## src/rtl/mbg_pkg.sv

```systemverilog
// Shared codes and widths for the maze carver.
package mbg_pkg;

  localparam int unsigned COORD_W = 8;
  localparam int unsigned MUL_W   = 8;
  localparam int unsigned C_W     = 17;
  localparam int unsigned ACC_W   = 18;

  localparam logic [1:0] OP_START  = 2'd0;
  localparam logic [1:0] OP_STEP   = 2'd1;
  localparam logic [1:0] OP_TARGET = 2'd2;
  localparam logic [1:0] OP_READ   = 2'd3;

  localparam logic [2:0] ST_STARTED     = 3'd0;
  localparam logic [2:0] ST_CARVED      = 3'd1;
  localparam logic [2:0] ST_RETRY       = 3'd2;
  localparam logic [2:0] ST_BACKTRACKED = 3'd3;
  localparam logic [2:0] ST_FINISHED    = 3'd4;
  localparam logic [2:0] ST_PLACED      = 3'd5;
  localparam logic [2:0] ST_REJECTED    = 3'd6;
  localparam logic [2:0] ST_CELL_READ   = 3'd7;

  localparam logic [1:0] KIND_WALL   = 2'd0;
  localparam logic [1:0] KIND_FLOOR  = 2'd1;
  localparam logic [1:0] KIND_START  = 2'd2;
  localparam logic [1:0] KIND_TARGET = 2'd3;

  localparam logic [1:0] DIR_SOUTH = 2'd0;
  localparam logic [1:0] DIR_WEST  = 2'd1;
  localparam logic [1:0] DIR_NORTH = 2'd2;
  localparam logic [1:0] DIR_EAST  = 2'd3;

endpackage

```

## src/rtl/mbg_muladd.sv

```systemverilog
// Shared multiply-add unit: cell addresses and squared distances.
module mbg_muladd (
  input  logic [mbg_pkg::MUL_W-1:0] a_i,
  input  logic [mbg_pkg::MUL_W-1:0] b_i,
  input  logic [mbg_pkg::C_W-1:0]   c_i,
  output logic [mbg_pkg::ACC_W-1:0] res_o
);
  import mbg_pkg::*;

  logic [2*MUL_W-1:0] prod;

  assign prod  = a_i * b_i;
  assign res_o = ACC_W'(prod) + ACC_W'(c_i);

endmodule

```

## config.mk

```make
export PLATFORM = sky130hd
export DESIGN_NAME = mbg_muladd
export DESIGN_NICKNAME = d
export VERILOG_FILES = /design/src/rtl/mbg_pkg.sv /design/src/rtl/mbg_muladd.sv
export SDC_FILE = /design/constraint.sdc
export NUM_CORES = 1
export LEC_CHECK = 0
export BUFFER_PORTS_ARGS = -buffer_cell sky130_fd_sc_hd__buf_2
export CORE_ASPECT_RATIO = 0.6
export CORE_MARGIN = 2
export CORE_UTILIZATION = 55
export DETAILED_ROUTE_END_ITERATION = 10
export GPL_TIMING_DRIVEN = 0
export PLACE_DENSITY = 0.79
export RECOVER_POWER = 100
export SLEW_MARGIN = 5
export SYNTH_ARGS = -nofsm -noshare
export SYNTH_HDL_FRONTEND = slang
export SYNTH_SLANG_ARGS = --single-unit
```

## constraint.sdc

```tcl
create_clock -name vclk -period 12.8
set_clock_uncertainty 0.15 [all_clocks]
set_input_delay 2.56 -clock vclk [all_inputs]
set_output_delay 2.56 -clock vclk [all_outputs]
set_load 0.03 [all_outputs]
```

==> reports/results.tsv <==
metric	value	unit
critical_path.startpoint_type	input port	
synth_cell_type_count	36	
layout_common_cells	inv_1, fa_1, ha_1, nand2_1, buf_2	
worst_pin_slew	0.3726	ns
holdCritStartpoint	c_i[0]	
grt_pass1_wl	9453	µm
core	0.004636	mm²
slew_headroom	74.90	%
fp.dieH	58.15	µm
hold_violations	0	
min_period_over_period	75.23	%
swShare	65.86	%
setup_ws	3.171	ns
dieArea	0.005480	mm²
cp-end-kind	output pin	
firstDrtPassIters	4	
endpoint	res_o[17]	
ir_drop	0.1235	mV
combPwrFrac	100.0	%
pwr-share-seq	0	%
grt_antenna_before_repair	0	
crit_required	10.09	ns
num_rows	19	
n_antenna_cell	0	
portBuffers	51	
avgSynthCellArea	8.269	µm²
dpl.hpwl	5079	µm
path_max_fanout	8	
cp-startpoint	a_i[2]	
seq_cells	0	
place_ws	3.304	ns
grt_use_total	21.75	%
finalSetupViolations	0	
seqCellArea	0	µm²
hold_path.class	input port to output pin	
ios	51	
postCtsSetupBuffers	0	
gp_congestion	0.8636	
dpl.cell_count	439	
p_int	221.2	µW
rsz0062_at_grt	false	
grt_pass1_vias	2102	
hold_buffers	0	
layout.nets	501	
area_growth	11.64	%
fp.dieW	94.25	µm
syn_inst	325	
p_leak	1.691	nW
p_sw	426.8	µW
p_per_area	216.0	mW/mm²
grt_start_max_net_pins	9	
critPathKind	input port to output pin	
ant_nets	0	
ys_warn_count	0	
via_per_inst	4.932	
wirelength	5606	µm
yosysSeqAreaShare	0	%
pwr-share-clk	0	%
layout-drive-gt1-share	11.17	%
maxSlewViolCount	0	
num_vias	2165	
clkbuf_count	0	
fin_setup_tns	0	ns
final_common_cell	inv_1	
initial_core_util	57.98	%
status	finished clean	
timing.fmax	0.1039	GHz
wire_per_inst	12.77	µm
grt-ovfl-total	0	
cts_resized	0	
fin_cells	439	
fillCellCount	421	
multi_input_area	0.002308	mm²
post-route-drc-count	0	
syn_area	0.002688	mm²
maxCapViolations	0	
crit_arrival	6.92	ns
drt_iter0_drc	68	
synth_nets	448	
fin_crit	9.629	ns
[critical path, stage by stage]
cell and delay (ns):
clkbuf_1 0.28, and2_0 0.23, fa_1 0.43, fa_1 0.52
fa_1 0.54, inv_1 0.05, fa_1 0.52, inv_1 0.04
ha_1 0.35, and2_4 0.18, a221o_1 0.33, a31oi_4 0.23
o21ai_2 0.10, a211oi_2 0.21, clkbuf_1 0.33
[how the worst min path moves through the flow]
stage                     slack, ns  cells after the start        to
after global placement         5.34                      3  res_o[0]
after global routing           5.49                      3  res_o[0]
final                          5.47                      3  res_o[0]
after detailed placement       5.36                      3  res_o[0]
after CTS                      5.36                      3  res_o[0]
after floorplan                5.24                      1  res_o[0]
[cell type report]
cell class / count / share of cell area, %
Inverter: 101 / 12.64
Tap cell: 63 / 2.627
Timing Repair Buffer: 51 / 7.798
Multi-Input combinational cell: 224 / 76.94
[cell families after synthesis]
| family | after synthesis | synth area share (%) |
|---|---|---|
| adders and majority gates | 90 | 55.87 |
| and+or+nand+nor | 88 | 16.71 |
| AOI/OAI and AO/OA | 36 | 10.01 |
| buffers and inverters | 101 | 14.11 |
| muxes | 1 | 0.3725 |
| xor gates and xnor gates | 9 | 2.933 |
[cells in the mapped netlist]
library cell	instances	area, µm²
a2111o_1	1	11.26
a211oi_1	2	15.01
a211oi_2	1	12.51
a21boi_0	1	7.510
a21o_1	4	30.03
a21oi_1	11	55.05
a21oi_2	1	8.760
a221o_1	1	10.01
a31oi_4	1	21.27
and2_1	32	200.2
and2_4	1	8.760
and2b_2	1	8.760
fa_1	50	1001
ha_1	40	500.5
inv_1	101	379.1
mux2i_1	1	10.01
nand2_1	36	135.1
nand3_1	1	5.000
nand3_2	1	10.01
nand3b_1	1	7.510
nand4_1	1	6.260
nand4b_1	1	8.760
nor2_1	8	30.03
nor2b_1	1	6.260
nor3_1	3	15.01
o2111a_1	1	11.26
o211ai_1	2	15.01
o21ai_0	5	25.02
o21ai_2	1	8.760
o21bai_2	1	11.26
o311ai_0	1	8.760
o31a_1	1	8.760
o41ai_1	1	8.760
or2b_1	1	7.510
xnor2_1	7	61.31
xor2_1	2	17.52
[metrics by stage]
step	total power, mW	hold WS, ns	area (µm²)	util [%]
6_report	0.6480	5.471	3000	64.72
3_5_place_dp	0.6668	5.360	3022	65.18
2_1_floorplan	0.5199	5.240	2688	-
5_1_grt	0.7223	5.486	3000	64.72
3_3_place_gp	0.6489	5.339	3022	65.18
4_1_cts	0.6685	5.361	3022	65.18
[power by group through the flow]
stage                     combinational [mW]  clock, mW  sequential (mW)
final                                  0.648          0                0
after global placement                 0.649          0                0
after detailed placement               0.667          0                0
after CTS                              0.668          0                0
after floorplan                        0.520          0                0
after global routing                   0.722          0                0
[per-layer routing]
layer / vias up / track usage (%) / routed length [µm]
met2: 77 / 32.65 / 2290
met3: 2 / 5.462 / 553
met5: - / 0 / 0
met4: 0 / 0.6211 / 14
met1: 1004 / 33.93 / 2748
li1: 1082 / - / -
No activity file was read; power rests on OpenSTA's default activity.
