==> config.mk <==
export PLATFORM = sky130hd
export DESIGN_NAME = mbg_ram
export DESIGN_NICKNAME = d
export VERILOG_FILES = /design/src/rtl/mbg_ram.sv
export SDC_FILE = /design/constraint.sdc
export NUM_CORES = 2
export LEC_CHECK = 0
export BUFFER_PORTS_ARGS = -buffer_cell sky130_fd_sc_hd__buf_2
export CAP_MARGIN = 10
export CORE_MARGIN = 5
export CORE_UTILIZATION = 50
export CTS_CLUSTER_SIZE = 14
export DETAILED_ROUTE_END_ITERATION = 8
export PLACE_DENSITY = 0.67
export SYNTH_ARGS = -nofsm -noshare
export SYNTH_HDL_FRONTEND = slang
export SYNTH_SLANG_ARGS = --single-unit
==> constraint.sdc <==
create_clock -name clk_i -period 2.98 [get_ports clk_i]
set_input_delay 0 -clock clk_i [delete_from_list [all_inputs] [get_ports clk_i]]
set_output_delay 0 -clock clk_i [all_outputs]
set_load 0.05 [all_outputs]
==> src/rtl/mbg_ram.sv <==
// Single-port RAM with registered read data.
module mbg_ram #(
  parameter int unsigned DEPTH = 961,
  parameter int unsigned WIDTH = 2
) (
  input  logic                     clk_i,
  input  logic                     we_i,
  input  logic [$clog2(DEPTH)-1:0] addr_i,
  input  logic [WIDTH-1:0]         wdata_i,
  output logic [WIDTH-1:0]         rdata_o
);

  logic [WIDTH-1:0] mem [DEPTH];
  logic [WIDTH-1:0] rdata_q;

  always_ff @(posedge clk_i) begin
    if (we_i) begin
      mem[addr_i] <= wdata_i;
    end
    rdata_q <= mem[addr_i];
  end

  assign rdata_o = rdata_q;

endmodule

==> impl_metrics.json <==
{
  "core_um2": 155800,
  "report.final.slew_viol_count": 0,
  "worst_pin_slew_ns": 1.019,
  "ys.flop_type": "edfxtp_1",
  "timing.hold.ws_ns": 0.2111,
  "place_inst": 7056,
  "viasPerCell": 6.417,
  "clock-sinks": 1924,
  "antenna_found_initial": 8,
  "drt_pre_antenna_iters": 6,
  "finalPower_mw": 55.49,
  "ys_types": 60,
  "p_per_area_nw_per_um2": 620.9,
  "fillers": 11850,
  "grt_pass1_wl_mm": 333.1,
  "place_area_um2": 83470,
  "p_leak_nw": 29.43,
  "grt_pass1_vias": 46290,
  "synth-edff-count": 1922,
  "rsz0062_at_grt": "false",
  "arrival_ns": 3.49,
  "min_path_type": "in -> reg",
  "synth_area_um2": 78170,
  "p_clk_share_pct": 41.0,
  "die_w_um": 405.4,
  "grt_use_met1_pct": 38.61,
  "ant_nets": 0,
  "slowest_stage": "and2_1",
  "ir_drop_v": 0.0004853,
  "postLayoutCoreUtil_pct": 57.35,
  "cts.clk_slew.worst_paths_ns": 0.06,
  "fin_area_um2": 89380,
  "wire_per_inst_um": 31.96,
  "place_hpwl_mm": 143.2,
  "cts_resized": 0,
  "relSlewSlack_pct": 32.07,
  "fin_crit_sh_pct": 93.72,
  "crit_path_start_kind": "input pin",
  "tns_ns": 0,
  "syn-num-nets": 4974,
  "skew_ns": 0.03566,
  "synthTopCellsByArea": "edfxtp_1 (74%), mux2i_1 (9.1%), nor2_1 (5.0%)",
  "dp_worst_setup_slack_ns": -0.1022,
  "die_y_um": 405.4,
  "hold_viol_final": 0,
  "p_sw_share_pct": 21.80,
  "yosysWarnings": 0,
  "crit_chain": "dlygate4sd3_1 -> buf_2 -> buf_4 -> and2_1 -> buf_4 -> o21ai_0 -> nor3_1 -> nand3_1 -> and4_1 -> a2111oi_2 -> nand4_1",
  "drive_gt1_share_pct": 16.28,
  "synth_top_cell_by_area": "edfxtp_1",
  "clock_tree.buffer_depth": 3,
  "synth_top_cell_area_share_pct": 73.83,
  "wl_mm": 236.6,
  "layout.nets": 5210,
  "synth_cells": 4960,
  "overflow": 0,
  "end_kind": "flip-flop",
  "seq_area_frac_synth_pct": 73.88,
  "cpPeakStageDelay_ns": 0.83,
  "vias": 47500,
  "cts_setup_buffers": 0,
  "ios": 16,
  "drv_cap": 0,
  "drt_iter0_drc": 6737,
  "setup_ws_ns": 0.1870,
  "worst-path-max-fanout": 7,
  "post-route-min-period_ns": 2.793,
  "grt_max_degree": 149,
  "timing.fmax_mhz": 358.0,
  "path_class": "in -> reg",
  "p_seq_share_pct": 53.7,
  "synthArstFlopShare_pct": 0,
  "grt_util_met2_pct": 44.10,
  "comb_power_share_pct": 5.3,
  "outcome": "completed",
  "cts_inserted_buffers": 187,
  "root_buffer": "clkbuf_16",
  "grtUsageMet3_pct": 6.944,
  "cts_max_level": 4,
  "area_growth_pct": 14.34,
  "cts_tree": "yes",
  "io_buffer_count": 15,
  "gp_congestion": 0.8857,
  "required_ns": 3.68,
  "rows": 145,
  "initial_core_util_pct": 50.16,
  "postCtsHoldBufs": 8,
  "final_cells": 7403,
  "track_usage_pct": 28.59,
  "p_sw_mw": 12.10,
  "drc": 0,
  "crit_path_frequent_cell": "buf_4",
  "insertion_delay_ns": 0.83,
  "die_area_um2": 164300,
  "p_int_mw": 43.40,
  "setup_violations": 0,
  "busiest_layer": "met2",
  "syn_avg_cell_area_um2": 15.76,
  "ys_ff_latch": 1924
}
[metal layers]
layer	share of wire, %	up-vias
li1	-	19590
met2	46	3232
met4	5.7	2
met1	36	23980
met5	0.0051	-
met3	13	698
[sequential cells by signal, indices dropped and copies added (netlist names)]
name,cells
mem,1922
rdata_o,2
[final cells by class]
class                      count  area, um2  share of cell area, %
multi-input combinational   2646      18760                  20.99
clock inverter               110      928.4                  1.039
tap                         2058       2575                  2.881
antenna                        1      2.502               0.002800
inverter                       4      15.01                0.01680
sequential                  1924      57760                  64.62
timing repair buffer         433       4469                  5.000
clock buffer                 227       4872                  5.451
[cells in the mapped netlist (4+ instances only)]
cell	count
a211oi_1	12
a21oi_1	9
a221oi_1	7
a22oi_1	35
a31oi_1	8
and2_1	6
and3_1	6
and4_1	4
buf_2	115
buf_4	33
buf_6	12
clkbuf_1	220
edfxtp_1	1922
inv_1	4
mux2_2	9
mux2i_1	708
mux4_1	5
mux4_2	121
nand2_1	83
nand3_1	41
nand4_1	22
nand4b_1	6
nor2_1	1051
nor2b_1	8
nor3_1	51
nor3b_1	6
nor4_1	39
o2111ai_1	4
o21ai_0	50
o22ai_1	301
or3_1	6
or4_1	8
[cells in the final DEF, fill, tap and decap left out, types with 5 or more instances in the layout]
| cell | instances |
|---|---|
| a211oi_1 | 12 |
| a21oi_1 | 9 |
| a221oi_1 | 7 |
| a22oi_1 | 35 |
| a31oi_1 | 8 |
| and2_1 | 6 |
| and3_1 | 6 |
| buf_12 | 94 |
| buf_2 | 11 |
| buf_4 | 315 |
| bufinv_16 | 11 |
| clkbuf_1 | 38 |
| clkbuf_16 | 189 |
| clkinv_1 | 42 |
| clkinv_2 | 37 |
| clkinvlp_4 | 7 |
| dlygate4sd3_1 | 8 |
| edfxtp_1 | 1922 |
| mux2_2 | 9 |
| mux2i_1 | 708 |
| mux4_1 | 5 |
| mux4_2 | 121 |
| nand2_1 | 51 |
| nand2_2 | 32 |
| nand3_1 | 41 |
| nand4_1 | 22 |
| nand4b_1 | 6 |
| nor2_1 | 1049 |
| nor2b_1 | 5 |
| nor3_1 | 50 |
| nor4_1 | 39 |
| o21ai_0 | 50 |
| o22ai_1 | 301 |
| or3_1 | 6 |
| or4_1 | 7 |
[final timing paths]
path                       to  cells past startpoint   startpoint  slack, ns
setup / recovery   rdata_o[0]                     11    addr_i[5]       0.19
hold / removal    mem[620][0]                      5    addr_i[4]       0.21
setup reg to reg   rdata_o[0]                      9  mem[430][0]       0.32
hold reg to reg    rdata_o[0]                      6  mem[830][0]       0.93
[power groups by stage]
stage / sequential [mW] / combinational [mW] / clock (mW)
after global placement: 30.4 / 2.87 / 0
after global routing: 29.8 / 3.04 / 24.1
after floorplan: 30.4 / 1.32 / 0
after detailed placement: 30.4 / 2.88 / 0
final: 29.8 / 2.96 / 22.7
after CTS: 29.8 / 2.90 / 22.9
[kinds of logic (layout without fill, tap and decap cells)]
group	count (synthesis)	count (layout)	share of synthesized area, %
AO/OA/AOI/OAI	443	443	3.635
other	0	1	0
AND/OR/NAND/NOR	1360	1360	7.257
buffers and inverters	390	774	2.374
flip-flops	1924	1924	73.88
multiplexers	843	843	12.85
[worst max-delay path, delay by kind of cell]
kind	cells	cell delay (ns)
AOI/OAI and AO/OA	2	0.45
buffers and inverters	4	1.32
and+or+nand+nor	5	1.70
(Power assumes the default switching activity.)
